$ cat config.mk
export PLATFORM = sky130hd
export DESIGN_NAME = bounded_sparse_histogram
export DESIGN_NICKNAME = d
export VERILOG_FILES = /design/src/design/bsh_pkg.sv /design/src/design/bounded_sparse_histogram.sv
export VERILOG_INCLUDE_DIRS = /design/src /design/src/design
export SDC_FILE = /design/constraint.sdc
export NUM_CORES = 2
export LEC_CHECK = 0
export ABC_AREA = 1
export BUFFER_PORTS_ARGS = -buffer_cell sky130_fd_sc_hd__buf_2
export CAP_MARGIN = 20
export CORE_MARGIN = 2
export CORE_UTILIZATION = 43
export CTS_CLUSTER_DIAMETER = 150
export DETAILED_ROUTE_END_ITERATION = 16
export PLACE_DENSITY = 0.57
export SYNTH_ARGS = -nofsm -noshare
export SYNTH_HDL_FRONTEND = slang
export SYNTH_SLANG_ARGS = --single-unit
$ cat constraint.sdc
create_clock -name clock -period 7.58 [get_ports clock]
set_input_delay 1.137 -clock clock [delete_from_list [all_inputs] [get_ports clock]]
set_output_delay 1.137 -clock clock [all_outputs]
set_load 0.02 [all_outputs]
$ cat src/design/bounded_sparse_histogram_defines.svh
// assertion macros for the bounded sparse histogram
`ifndef BOUNDED_SPARSE_HISTOGRAM_DEFINES_SVH
`define BOUNDED_SPARSE_HISTOGRAM_DEFINES_SVH
`ifndef SYNTHESIS
`define BSH_ASSERT(label, prop) \
   label: assert property (@(posedge clock) disable iff (reset) prop) \
      else $error("bounded_sparse_histogram assertion failed");
`define BSH_ASSERT_ALWAYS(label, prop) \
   label: assert property (@(posedge clock) prop) \
      else $error("bounded_sparse_histogram assertion failed");
`else
`define BSH_ASSERT(label, prop)
`define BSH_ASSERT_ALWAYS(label, prop)
`endif
`endif

$ cat src/design/bsh_pkg.sv
// types and constants of the bounded sparse histogram
package bsh_pkg;

   localparam int MAX_ENTRIES  = 32;
   localparam int SAMPLE_WIDTH = 16;
   localparam int CFG_W        = 16;
   localparam int CNT_W        = 31;
   localparam int ENTRY_AW     = (MAX_ENTRIES > 1) ? $clog2(MAX_ENTRIES) : 1;
   localparam int USED_W       = $clog2(MAX_ENTRIES + 1);
   localparam int STATUS_W     = 3;
   localparam int OP_W         = 2;
   localparam logic [CNT_W-1:0] CNT_MAX = {CNT_W{1'b1}};

   localparam logic [OP_W-1:0] OP_ADD   = 2'd0;
   localparam logic [OP_W-1:0] OP_QUERY = 2'd1;
   localparam logic [OP_W-1:0] OP_DRAIN = 2'd2;
   localparam logic [OP_W-1:0] OP_CLEAR = 2'd3;

   localparam logic [STATUS_W-1:0] ST_COUNTED     = 3'd0;
   localparam logic [STATUS_W-1:0] ST_NEW_ENTRY   = 3'd1;
   localparam logic [STATUS_W-1:0] ST_DROPPED     = 3'd2;
   localparam logic [STATUS_W-1:0] ST_QUERY_REPLY = 3'd3;
   localparam logic [STATUS_W-1:0] ST_DRAIN_ENTRY = 3'd4;
   localparam logic [STATUS_W-1:0] ST_DRAIN_EMPTY = 3'd5;
   localparam logic [STATUS_W-1:0] ST_CLEARED     = 3'd6;

   localparam logic CSR_MIN_VALUE = 1'b0;
   localparam logic CSR_MAX_VALUE = 1'b1;

   typedef struct packed {
      logic [OP_W-1:0]                op;
      logic signed [SAMPLE_WIDTH-1:0] sample;
   } req_type;

   typedef struct packed {
      logic [STATUS_W-1:0]            status;
      logic signed [SAMPLE_WIDTH-1:0] bin_value;
      logic [CNT_W-1:0]               bin_count;
      logic [CNT_W-1:0]               total_samples;
      logic signed [SAMPLE_WIDTH-1:0] smallest_value;
      logic                           table_empty;
      logic [USED_W-1:0]              entries_used;
      logic                           last;
   } rsp_type;

   typedef struct packed {
      logic signed [SAMPLE_WIDTH-1:0] value;
      logic [CNT_W-1:0]               count;
   } entry_type;

endpackage

$ cat src/design/bounded_sparse_histogram.sv
// bounded sparse histogram: sorted entry table in a memory under a sequencer
// add scans the entries in order up to a match or a larger entry; a new entry first shifts the larger ones up
// query scans every stored entry; drain reads and emits each entry in turn; clear, empty drain or query emit directly
// one read port and one write port, one item at a time: next taken after its last beat registers
// results sit in an output register, so the next item is accepted while one waits
// reset empties the table, clears the total and sets the configuration to min 1, max 100; entries need no clearing pass
`include "bounded_sparse_histogram_defines.svh"
module bounded_sparse_histogram (
   input  logic                         clock,
   input  logic                         reset,
   input  logic                         req_valid,
   output logic                         req_stall,
   input  bsh_pkg::req_type             req_data,
   output logic                         rsp_valid,
   input  logic                         rsp_stall,
   output bsh_pkg::rsp_type             rsp_data,
   input  logic                         csr_write_en,
   input  logic                         csr_index,
   input  logic [bsh_pkg::CFG_W-1:0]    csr_data
);
   import bsh_pkg::*;

   localparam int CMP_W = ((SAMPLE_WIDTH > CFG_W) ? SAMPLE_WIDTH : CFG_W) + 1;

   typedef enum logic [3:0] {
      S_IDLE, S_ADD_RD, S_ADD_CMP, S_SHIFT_RD, S_SHIFT_WR, S_INSERT,
      S_QRY_RD, S_QRY_CMP, S_DR_RD, S_DR_LOAD, S_EMIT
   } state_type;

   state_type                      state_ff, state_in;
   logic [ENTRY_AW-1:0]            idx_ff, idx_in;
   logic [USED_W-1:0]              pos_ff, pos_in;
   logic [USED_W-1:0]              j_ff, j_in;
   logic signed [SAMPLE_WIDTH-1:0] key_ff, key_in;
   logic [CNT_W-1:0]               cnt_ff, cnt_in;
   rsp_type                        pend_ff, pend_in;
   logic                           drain_more_ff, drain_more_in;
   logic [USED_W-1:0]              used_ff, used_in;
   logic [CNT_W-1:0]               total_ff, total_in;
   logic signed [SAMPLE_WIDTH-1:0] smallest_ff, smallest_in;
   logic signed [CFG_W-1:0]        min_ff, min_in;
   logic signed [CFG_W-1:0]        max_ff, max_in;
   logic                           rsp_valid_ff, rsp_valid_in;
   rsp_type                        rsp_ff, rsp_in;

   entry_type                      mem [MAX_ENTRIES];
   entry_type                      rd_data_ff;
   logic                           rd_en;
   logic [ENTRY_AW-1:0]            rd_addr;
   logic                           wr_en;
   logic [ENTRY_AW-1:0]            wr_addr;
   entry_type                      wr_data;

   logic                           rsp_free;
   logic                           req_accept;
   logic signed [CMP_W-1:0]        s_ext, max_ext, lo_ext, clamp_a, clamp_b;
   logic signed [SAMPLE_WIDTH-1:0] clamped;
   logic                           scan_last;
   logic [USED_W-1:0]              idx_next;
   logic [CNT_W-1:0]               cnt_inc;
   logic [CNT_W-1:0]               total_inc;
   logic signed [SAMPLE_WIDTH-1:0] smallest_new;

   function automatic rsp_type make_rsp(
      input logic [STATUS_W-1:0]            status,
      input logic signed [SAMPLE_WIDTH-1:0] value,
      input logic [CNT_W-1:0]               count,
      input logic [CNT_W-1:0]               total,
      input logic [USED_W-1:0]              used,
      input logic signed [SAMPLE_WIDTH-1:0] smallest,
      input logic                           last
   );
      rsp_type r;
      r.status         = status;
      r.bin_value      = value;
      r.bin_count      = count;
      r.total_samples  = total;
      r.smallest_value = (used == '0) ? {SAMPLE_WIDTH{1'b1}} : smallest;
      r.table_empty    = (used == '0);
      r.entries_used   = used;
      r.last           = last;
      return r;
   endfunction

   assign rsp_free   = !rsp_valid_ff || !rsp_stall;
   assign req_stall  = (state_ff != S_IDLE);
   assign req_accept = req_valid && !req_stall;
   assign rsp_valid  = rsp_valid_ff;
   assign rsp_data   = rsp_ff;

   // clamp: limit to max, then raise to min - 1; when min - 1 falls below the
   // sample range the sample already exceeds it, so the low part always fits
   assign s_ext   = CMP_W'(req_data.sample);
   assign max_ext = CMP_W'(max_ff);
   assign lo_ext  = CMP_W'(min_ff) - CMP_W'(1);
   assign clamp_a = (s_ext > max_ext) ? max_ext : s_ext;
   assign clamp_b = (clamp_a < lo_ext) ? lo_ext : clamp_a;
   assign clamped = clamp_b[SAMPLE_WIDTH-1:0];

   assign idx_next  = USED_W'(idx_ff) + USED_W'(1);
   assign scan_last = (idx_next == used_ff);
   assign cnt_inc   = (rd_data_ff.count == CNT_MAX) ? CNT_MAX : rd_data_ff.count + CNT_W'(1);
   assign total_inc = (total_ff == CNT_MAX) ? CNT_MAX : total_ff + CNT_W'(1);
   assign smallest_new = (pos_ff == '0) ? key_ff : smallest_ff;

   always_comb begin
      state_in      = state_ff;
      idx_in        = idx_ff;
      pos_in        = pos_ff;
      j_in          = j_ff;
      key_in        = key_ff;
      cnt_in        = cnt_ff;
      pend_in       = pend_ff;
      drain_more_in = drain_more_ff;
      used_in       = used_ff;
      total_in      = total_ff;
      smallest_in   = smallest_ff;
      min_in        = min_ff;
      max_in        = max_ff;
      rd_en         = 1'b0;
      rd_addr       = idx_ff;
      wr_en         = 1'b0;
      wr_addr       = idx_ff;
      wr_data       = rd_data_ff;
      rsp_valid_in  = rsp_valid_ff && rsp_stall;
      rsp_in        = rsp_ff;

      if (csr_write_en) begin
         case (csr_index)
            CSR_MIN_VALUE: min_in = csr_data;
            CSR_MAX_VALUE: max_in = csr_data;
            default: ;
         endcase
      end

      case (state_ff)
         S_IDLE: begin
            if (req_accept) begin
               idx_in        = '0;
               cnt_in        = '0;
               drain_more_in = 1'b0;
               case (req_data.op)
                  OP_ADD: begin
                     key_in = clamped;
                     if (used_ff == '0) begin
                        pos_in   = '0;
                        state_in = S_INSERT;
                     end else begin
                        state_in = S_ADD_RD;
                     end
                  end
                  OP_QUERY: begin
                     key_in = req_data.sample;
                     if (used_ff == '0) begin
                        pend_in  = make_rsp(ST_QUERY_REPLY, req_data.sample, '0, total_ff,
                                            used_ff, smallest_ff, 1'b1);
                        state_in = S_EMIT;
                     end else begin
                        state_in = S_QRY_RD;
                     end
                  end
                  OP_DRAIN: begin
                     if (used_ff == '0) begin
                        pend_in  = make_rsp(ST_DRAIN_EMPTY, '0, '0, '0, '0, smallest_ff, 1'b1);
                        state_in = S_EMIT;
                     end else begin
                        state_in = S_DR_RD;
                     end
                  end
                  default: begin
                     used_in  = '0;
                     total_in = '0;
                     pend_in  = make_rsp(ST_CLEARED, '0, '0, '0, '0, smallest_ff, 1'b1);
                     state_in = S_EMIT;
                  end
               endcase
            end
         end
         S_ADD_RD: begin
            rd_en    = 1'b1;
            state_in = S_ADD_CMP;
         end
         S_ADD_CMP: begin
            if (rd_data_ff.value == key_ff) begin
               wr_en    = 1'b1;
               wr_data  = '{value: key_ff, count: cnt_inc};
               total_in = total_inc;
               pend_in  = make_rsp(ST_COUNTED, key_ff, cnt_inc, total_inc, used_ff,
                                   smallest_ff, 1'b1);
               state_in = S_EMIT;
            end else if (rd_data_ff.value < key_ff && !scan_last) begin
               idx_in   = idx_next[ENTRY_AW-1:0];
               state_in = S_ADD_RD;
            end else if (used_ff == USED_W'(MAX_ENTRIES)) begin
               pend_in  = make_rsp(ST_DROPPED, key_ff, '0, total_ff, used_ff,
                                   smallest_ff, 1'b1);
               state_in = S_EMIT;
            end else begin
               // insert point: after this entry if it is smaller, else at it
               pos_in   = (rd_data_ff.value < key_ff) ? idx_next : USED_W'(idx_ff);
               j_in     = used_ff;
               state_in = (rd_data_ff.value < key_ff) ? S_INSERT : S_SHIFT_RD;
            end
         end
         S_SHIFT_RD: begin
            rd_en    = 1'b1;
            rd_addr  = ENTRY_AW'(j_ff - USED_W'(1));
            state_in = S_SHIFT_WR;
         end
         S_SHIFT_WR: begin
            wr_en    = 1'b1;
            wr_addr  = j_ff[ENTRY_AW-1:0];
            wr_data  = rd_data_ff;
            j_in     = j_ff - USED_W'(1);
            state_in = (j_ff - USED_W'(1) == pos_ff) ? S_INSERT : S_SHIFT_RD;
         end
         S_INSERT: begin
            wr_en       = 1'b1;
            wr_addr     = pos_ff[ENTRY_AW-1:0];
            wr_data     = '{value: key_ff, count: CNT_W'(1)};
            used_in     = used_ff + USED_W'(1);
            total_in    = total_inc;
            smallest_in = smallest_new;
            pend_in     = make_rsp(ST_NEW_ENTRY, key_ff, CNT_W'(1), total_inc,
                                   used_ff + USED_W'(1), smallest_new, 1'b1);
            state_in    = S_EMIT;
         end
         S_QRY_RD: begin
            rd_en    = 1'b1;
            state_in = S_QRY_CMP;
         end
         S_QRY_CMP: begin
            if (scan_last) begin
               pend_in  = make_rsp(ST_QUERY_REPLY, key_ff,
                                   (rd_data_ff.value == key_ff) ? rd_data_ff.count : cnt_ff,
                                   total_ff, used_ff, smallest_ff, 1'b1);
               state_in = S_EMIT;
            end else begin
               if (rd_data_ff.value == key_ff) begin
                  cnt_in = rd_data_ff.count;
               end
               idx_in   = idx_next[ENTRY_AW-1:0];
               state_in = S_QRY_RD;
            end
         end
         S_DR_RD: begin
            rd_en    = 1'b1;
            state_in = S_DR_LOAD;
         end
         S_DR_LOAD: begin
            pend_in = make_rsp(ST_DRAIN_ENTRY, rd_data_ff.value, rd_data_ff.count, total_ff,
                               used_ff, smallest_ff, scan_last);
            if (scan_last) begin
               used_in       = '0;
               total_in      = '0;
               drain_more_in = 1'b0;
            end else begin
               idx_in        = idx_next[ENTRY_AW-1:0];
               drain_more_in = 1'b1;
            end
            state_in = S_EMIT;
         end
         S_EMIT: begin
            if (rsp_free) begin
               rsp_valid_in = 1'b1;
               rsp_in       = pend_ff;
               state_in     = drain_more_ff ? S_DR_RD : S_IDLE;
            end
         end
         default: state_in = S_IDLE;
      endcase
   end

   always_ff @(posedge clock) begin
      if (reset) begin
         state_ff      <= S_IDLE;
         drain_more_ff <= 1'b0;
         used_ff       <= '0;
         total_ff      <= '0;
         min_ff        <= CFG_W'(1);
         max_ff        <= CFG_W'(100);
         rsp_valid_ff  <= 1'b0;
      end else begin
         state_ff      <= state_in;
         drain_more_ff <= drain_more_in;
         used_ff       <= used_in;
         total_ff      <= total_in;
         min_ff        <= min_in;
         max_ff        <= max_in;
         rsp_valid_ff  <= rsp_valid_in;
      end
      idx_ff      <= idx_in;
      pos_ff      <= pos_in;
      j_ff        <= j_in;
      key_ff      <= key_in;
      cnt_ff      <= cnt_in;
      pend_ff     <= pend_in;
      smallest_ff <= smallest_in;
      rsp_ff      <= rsp_in;
   end

   always_ff @(posedge clock) begin
      if (wr_en) begin
         mem[wr_addr] <= wr_data;
      end
   end

   always_ff @(posedge clock) begin
      if (rd_en) begin
         rd_data_ff <= mem[rd_addr];
      end
   end

   `BSH_ASSERT(a_used_bounded, used_ff <= USED_W'(MAX_ENTRIES))
   `BSH_ASSERT(a_write_in_table, wr_en |-> (USED_W'(wr_addr) <= used_ff))
   `BSH_ASSERT(a_empty_flag, rsp_valid_ff |-> (rsp_ff.table_empty == (rsp_ff.entries_used == '0)))
   `BSH_ASSERT_ALWAYS(a_reset_idle, reset |=> (state_ff == S_IDLE && !rsp_valid_ff))

endmodule
After elaboration in Yosys (flattened, before gate mapping)
Memory sizes are Yosys's and may differ from the RTL's. A register that Yosys moved wholly into a read port is not among the register bits.
Index checks and enable logic that the tools add are counted.
Operators by class
  $add $sub $neg: 6
  $lt $le $gt $ge: 3
  equal/unequal tests: 37
  multiplexer cells: 75
  bitwise gates (word level): 1
  reduce and logical (&&, ||, !) cells: 41
Operators with widths (number)
  105-bit 2-to-1 mux: 7
  105-bit case mux with 5 select lines: 1
  105-bit case mux with 3 select lines: 1
  31-bit 2-to-1 mux: 9
  31-bit case mux with 4 select lines: 1
  47-bit case mux with 2 select lines: 1
  6-bit 2-to-1 mux: 13
  16-bit 2-to-1 mux: 4
  31-bit by 1-bit adder with 31-bit output, second input constant: 2
  31-bit == test, second input constant: 2
  31-bit case mux with 2 select lines: 1
  47-bit 2-to-1 mux: 1
  4-bit case mux with 10 select lines: 1
  4-bit 2-to-1 mux: 8
  16-bit case mux with 2 select lines: 1
  2-bit inequality test, second input constant: 14
  5-bit 2-to-1 mux: 5
  6-bit case mux with 2 select lines: 2
  6-bit zero test: 3
  6-bit case mux with 3 select lines: 1
  17-bit less-than comparator: 1
  17-bit 2-to-1 mux: 1
  16-bit by 2-bit subtractor with 17-bit output, second input constant: 1
  16-bit == test: 1
  other kinds (41): 81
Word-level totals
  bits in registers: 365
  bits in writable memories: 1504
  bits of input ports: 40
  memories kept: 1
Memory list
  mem: depth 32, bits a word 47, rd ports 1, clocked after memory_dff 1, write ports 1, RTL line bounded_sparse_histogram.sv:46  | entry_type mem [MAX_ENTRIES];

Depth between registers and ports, before layout
  word-level depth: 7
  depth in mapped cells: 31
  gate-level depth less buffers: 29

Worst setup path after synthesis
OpenSTA, ideal clock, no wires.
  kind: input to register
  start: input rsp_stall
  end: register rsp_ff, in the netlist rsp_data[0], enable pin
  library setup time: 0.570 ns
  data arrival time: 5.610 ns
  required time: 7.010 ns
  path slack: 1.400 ns
  stages on the path: 3
  path buffers: 0
  path through: nand2_1 inv_1 nor2_1
On the way
  word-level cells in the longest chain between the ends: 3
RTL lines
  from (decl): RTL line bounded_sparse_histogram.sv:15  | input logic rsp_stall,
  1-bit zero test: RTL line bounded_sparse_histogram.sv:85  | assign rsp_free = !rsp_valid_ff || !rsp_stall;
  1-bit logical OR: RTL line bounded_sparse_histogram.sv:85
  2-bit AND reduction (no source line)
  to (signal assigned): RTL line bounded_sparse_histogram.sv:299  | rsp_ff <= rsp_in;
  to (decl): RTL line bounded_sparse_histogram.sv:44  | rsp_type rsp_ff, rsp_in;
No other way between the ends.
A chain may end at the register's enable or synchronous reset.

Worst setup path after layout
  start: register key_ff[15]
  end: memory mem[26][45] (netlist name), enable pin
On the way
  word-level cells in the longest chain between the ends: 5
RTL lines
  from (decl): RTL line bounded_sparse_histogram.sv:34  | logic signed [SAMPLE_WIDTH-1:0] key_ff, key_in;
  from (signal assigned): RTL line bounded_sparse_histogram.sv:295  | key_ff <= key_in;
  16-bit == test: RTL line bounded_sparse_histogram.sv:184  | if (rd_data_ff.value == key_ff) begin
  1-bit 2-to-1 mux: RTL line bounded_sparse_histogram.sv:184
  1-bit case mux with 2 select lines: RTL line bounded_sparse_histogram.sv:136  | case (state_ff)
  1-bit 2-to-1 mux: RTL line bounded_sparse_histogram.sv:303  | if (wr_en) begin
  1-bit 2-to-1 mux (implied by the code): RTL line bounded_sparse_histogram.sv:304  | mem[wr_addr] <= wr_data;
  to (decl): RTL line bounded_sparse_histogram.sv:46
No other way between the ends.

==> impl_metrics.toml <==
[outcome]
outcome = "finished, final reports clean"

[worst_setup_path]
critical_path_arrival_ns = 5.40
crit_path_max_incr_delay_ns = 1.16
path_cells = "inv_1 -> ha_1 -> nand2_1 -> nor2_1 -> nand4_1 -> inv_1 -> nand3_1 -> nor2_2 -> buf_4 -> inv_1 -> nand2_1 -> nand3_1 -> nor2_4 -> buf_4"
r2r_cells = 14
critPathLaunchType = "register"
end_kind = "register"
rr_startpoint = "key_ff[15]$_DFFE_PP_"
crit_slowest_cell = "nor2_4"
path_class = "register to register"
reg2reg_slack_ns = 2.67
path_common_cell = "inv_1"
path_max_fanout = 29
startpoint = "key_ff[15]$_DFFE_PP_"
rr_endpoint = "mem[26][45]$_DFFE_PP_"
critPathCapture = "mem[26][45]$_DFFE_PP_"
worstPathRequired_ns = 8.06

[clock_tree]
cts_buffers = 193
cts_setup_buffers = 0
clk_pin_slew_ns = 0.06
cts_tree = "yes"
root_buffer = "clkbuf_16"
cts.sinks = 1916
clk_latency_ns = 0.85
ctsHtreeMaxLevel = 4
holdBufCountCts = 0
cts-resized-gates = 0
cts_buffer_depth = 3

[logic_synthesis]
postSynthAreaPerCell_um2 = 12.7
ys_warn_count = 0
ys_seq_elements = 1916
synthesis.area_mm2 = 0.0783
synth_cells = 6152
yosysSeqAreaShare_pct = 72.6
syn_nets = 6255
synthFlopType = "edfxtp_1"
yosysUniqueCellTypes = 56
synth_async_sr_flop_share_pct = 0
synth-edff-count = 1841

[floorplan]
die_h_um = 431
die_w_um = 431
initial_utilization_pct = 43.3
dieArea_mm2 = 0.185
core-area_mm2 = 0.181
rows = 156
ioPinCount = 147

[sta]
final_hold_viol_count = 0
drv_slew = 0
rsz0062_at_grt = "no"
fin_crit_sh_pct = 64.8
clock_skew_ns = 0.0382
max-slew-margin-rel_pct = 20.9
layout_setup_ws_ns = 2.67
min_period_ns = 4.91
tns_ns = 0
finalSetupViolations = 0
fmax_mhz = 204
worstMarginPinSlew_ns = 1.18

[routing]
drc = 0
drtIter0Drc = 5909
drt-wirelength-per-cell_um = 25.3
ant_nets = 0
drtPass1Iterations = 6
routed_wl_mm = 222
routed-via-count = 51600
vias_per_cell = 5.87

[global_routing]
antenna_found_initial = 12
grt_max_degree = 196
grt_use_total_pct = 23.5
grt_pass1_wl_mm = 328
grt_pass1_vias = 49100
overflow = 0

[finish]
final_common_cell = "edfxtp_1"
fillers = 15600
layout-area-overhead-vs-synth_pct = 13.2
nets = 6354
final_cell_mix = "edfxtp_1, nor2_1, o21ai_0, nand2_1, o221ai_1"
drive_above_1_share_pct = 11.1

[worst_hold_path]
hold_class = "register to register"

[place]
globalplace.congestion = 0.891
dp_slack_ns = 2.29
post-dp-hpwl_mm = 126
io_buffers = 146

[job]
maxCapViolations = 0

[power]
power_leakage_nw = 29.2
pwr_density_cell_mw_per_mm2 = 408
peakVddDrop_uv = 287
-- cell usage after synthesis (4+ instances only) --
cell type	n	area share (%)
buf_1	7	0.034
nand3_1	192	1.2
xor2_1	49	0.55
edfxtp_1	1841	71
a31oi_1	47	0.38
o21ai_1	100	0.64
a22oi_1	23	0.22
nor3_1	32	0.20
nand2_1	390	1.9
clkbuf_1	245	1.2
buf_6	10	0.14
o22ai_1	130	1.0
o211ai_1	46	0.44
a221o_1	6	0.077
nand3b_1	31	0.30
inv_1	209	1.0
or2_2	4	0.032
nand2_2	13	0.10
inv_2	8	0.038
nor2_1	1001	4.8
o221ai_1	264	3.0
nor4_1	9	0.072
nand4_1	20	0.16
o21a_1	5	0.048
nor2_4	8	0.12
o21ai_0	998	6.4
buf_4	8	0.077
nor3_2	5	0.064
nor2_2	13	0.10
ha_1	63	1.0
dfxtp_1	75	1.9
xnor2_1	16	0.18
buf_2	122	0.78
a21oi_1	126	0.81
-- stage by stage --
stage,hold WS (ns),area (um2),utilization [%],total power [W],instances
floorplan,0.400,78300,-,0.0219,6152
global placement,0.402,82000,45.4,0.0265,8415
detailed placement,0.405,82200,45.5,0.0267,8422
CTS,0.402,88500,48.9,0.0361,8783
global route,0.424,88500,49.0,0.0378,8787
finish,0.408,88600,49.0,0.0361,8789
-- area by class of cell --
cell class / count / area (um2) / area share, %
diodes: 2 / 5.00 / 0.00565
clock buffers: 239 / 5030 / 5.68
clock inverters: 122 / 1280 / 1.44
inverters: 221 / 860 / 0.971
multi-input cells: 3620 / 19400 / 21.9
flip-flops and latches: 1916 / 56800 / 64.1
well taps: 2370 / 2970 / 3.35
repair buffers: 299 / 2210 / 2.50
-- layer usage --
metal / up-vias / share of wire [%] / global-route usage (%)
li1: 23200 / - / -
met2: 2171 / 46 / 36.8
met4: 2 / 2.0 / 5.73
met3: 291 / 7.8 / 3.88
met1: 26000 / 44 / 34.4
met5: - / 0.0059 / 0
-- logic make-up after synthesis --
logic type,after synthesis,synth area share [%]
xor gates and xnor gates,65,0.728
DFF,1916,72.6
and+or+nand+nor,1732,9.25
adders and majority gates,63,1.01
AOI/OAI and AO/OA,1760,13.2
buffers and inverters,616,3.29
-- where the power goes --
part | internal (W) | switching (W) | total (W)
Sequential | 0.0141 | 0.000438 | 0.0146
Clock | 0.00537 | 0.00413 | 0.00950
Combinational | 0.00283 | 0.00924 | 0.0121
-- worst min-delay path by stage --
stage / end / slack [ns] / start / cells after the start
after global routing: rsp_data[33]$_DFFE_PP_ / 0.42 / pend_ff[33]$_DFFE_PP_ / 0
after global placement: rsp_data[31]$_DFFE_PP_ / 0.40 / pend_ff[31]$_DFFE_PP_ / 0
after CTS: rsp_data[8]$_DFFE_PP_ / 0.40 / pend_ff[8]$_DFFE_PP_ / 0
after floorplan: rsp_data[0]$_DFFE_PP_ / 0.40 / pend_ff[0]$_DFFE_PP_ / 0
after detailed placement: rsp_data[21]$_DFFE_PP_ / 0.40 / pend_ff[21]$_DFFE_PP_ / 0
final: rsp_data[73]$_DFFE_PP_ / 0.41 / pend_ff[73]$_DFFE_PP_ / 0
-- worst max-delay path, delay by kind of cell, from the launching register on --
kind	cells	cell delay [ns]
flip-flops	1	0.41
buffers and inverters	5	1.13
AND/OR/NAND/NOR	8	2.65
adder cells (fa/ha/maj)	1	0.33
-- state kept, by name, summed over array words and instances (netlist names) --
signal / flops
smallest_ff: 16
used_ff: 6
rsp_data: 105
pos_ff: 6
pend_ff: 105
drain_more_ff: 1
rsp_valid: 1
rd_data_ff: 47
j_ff: 6
state_ff: 4
mem: 1504
max_ff: 16
cnt_ff: 31
idx_ff: 5
min_ff: 16
key_ff: 16
total_ff: 31
Note: power is estimated with default switching activity, not from simulation.
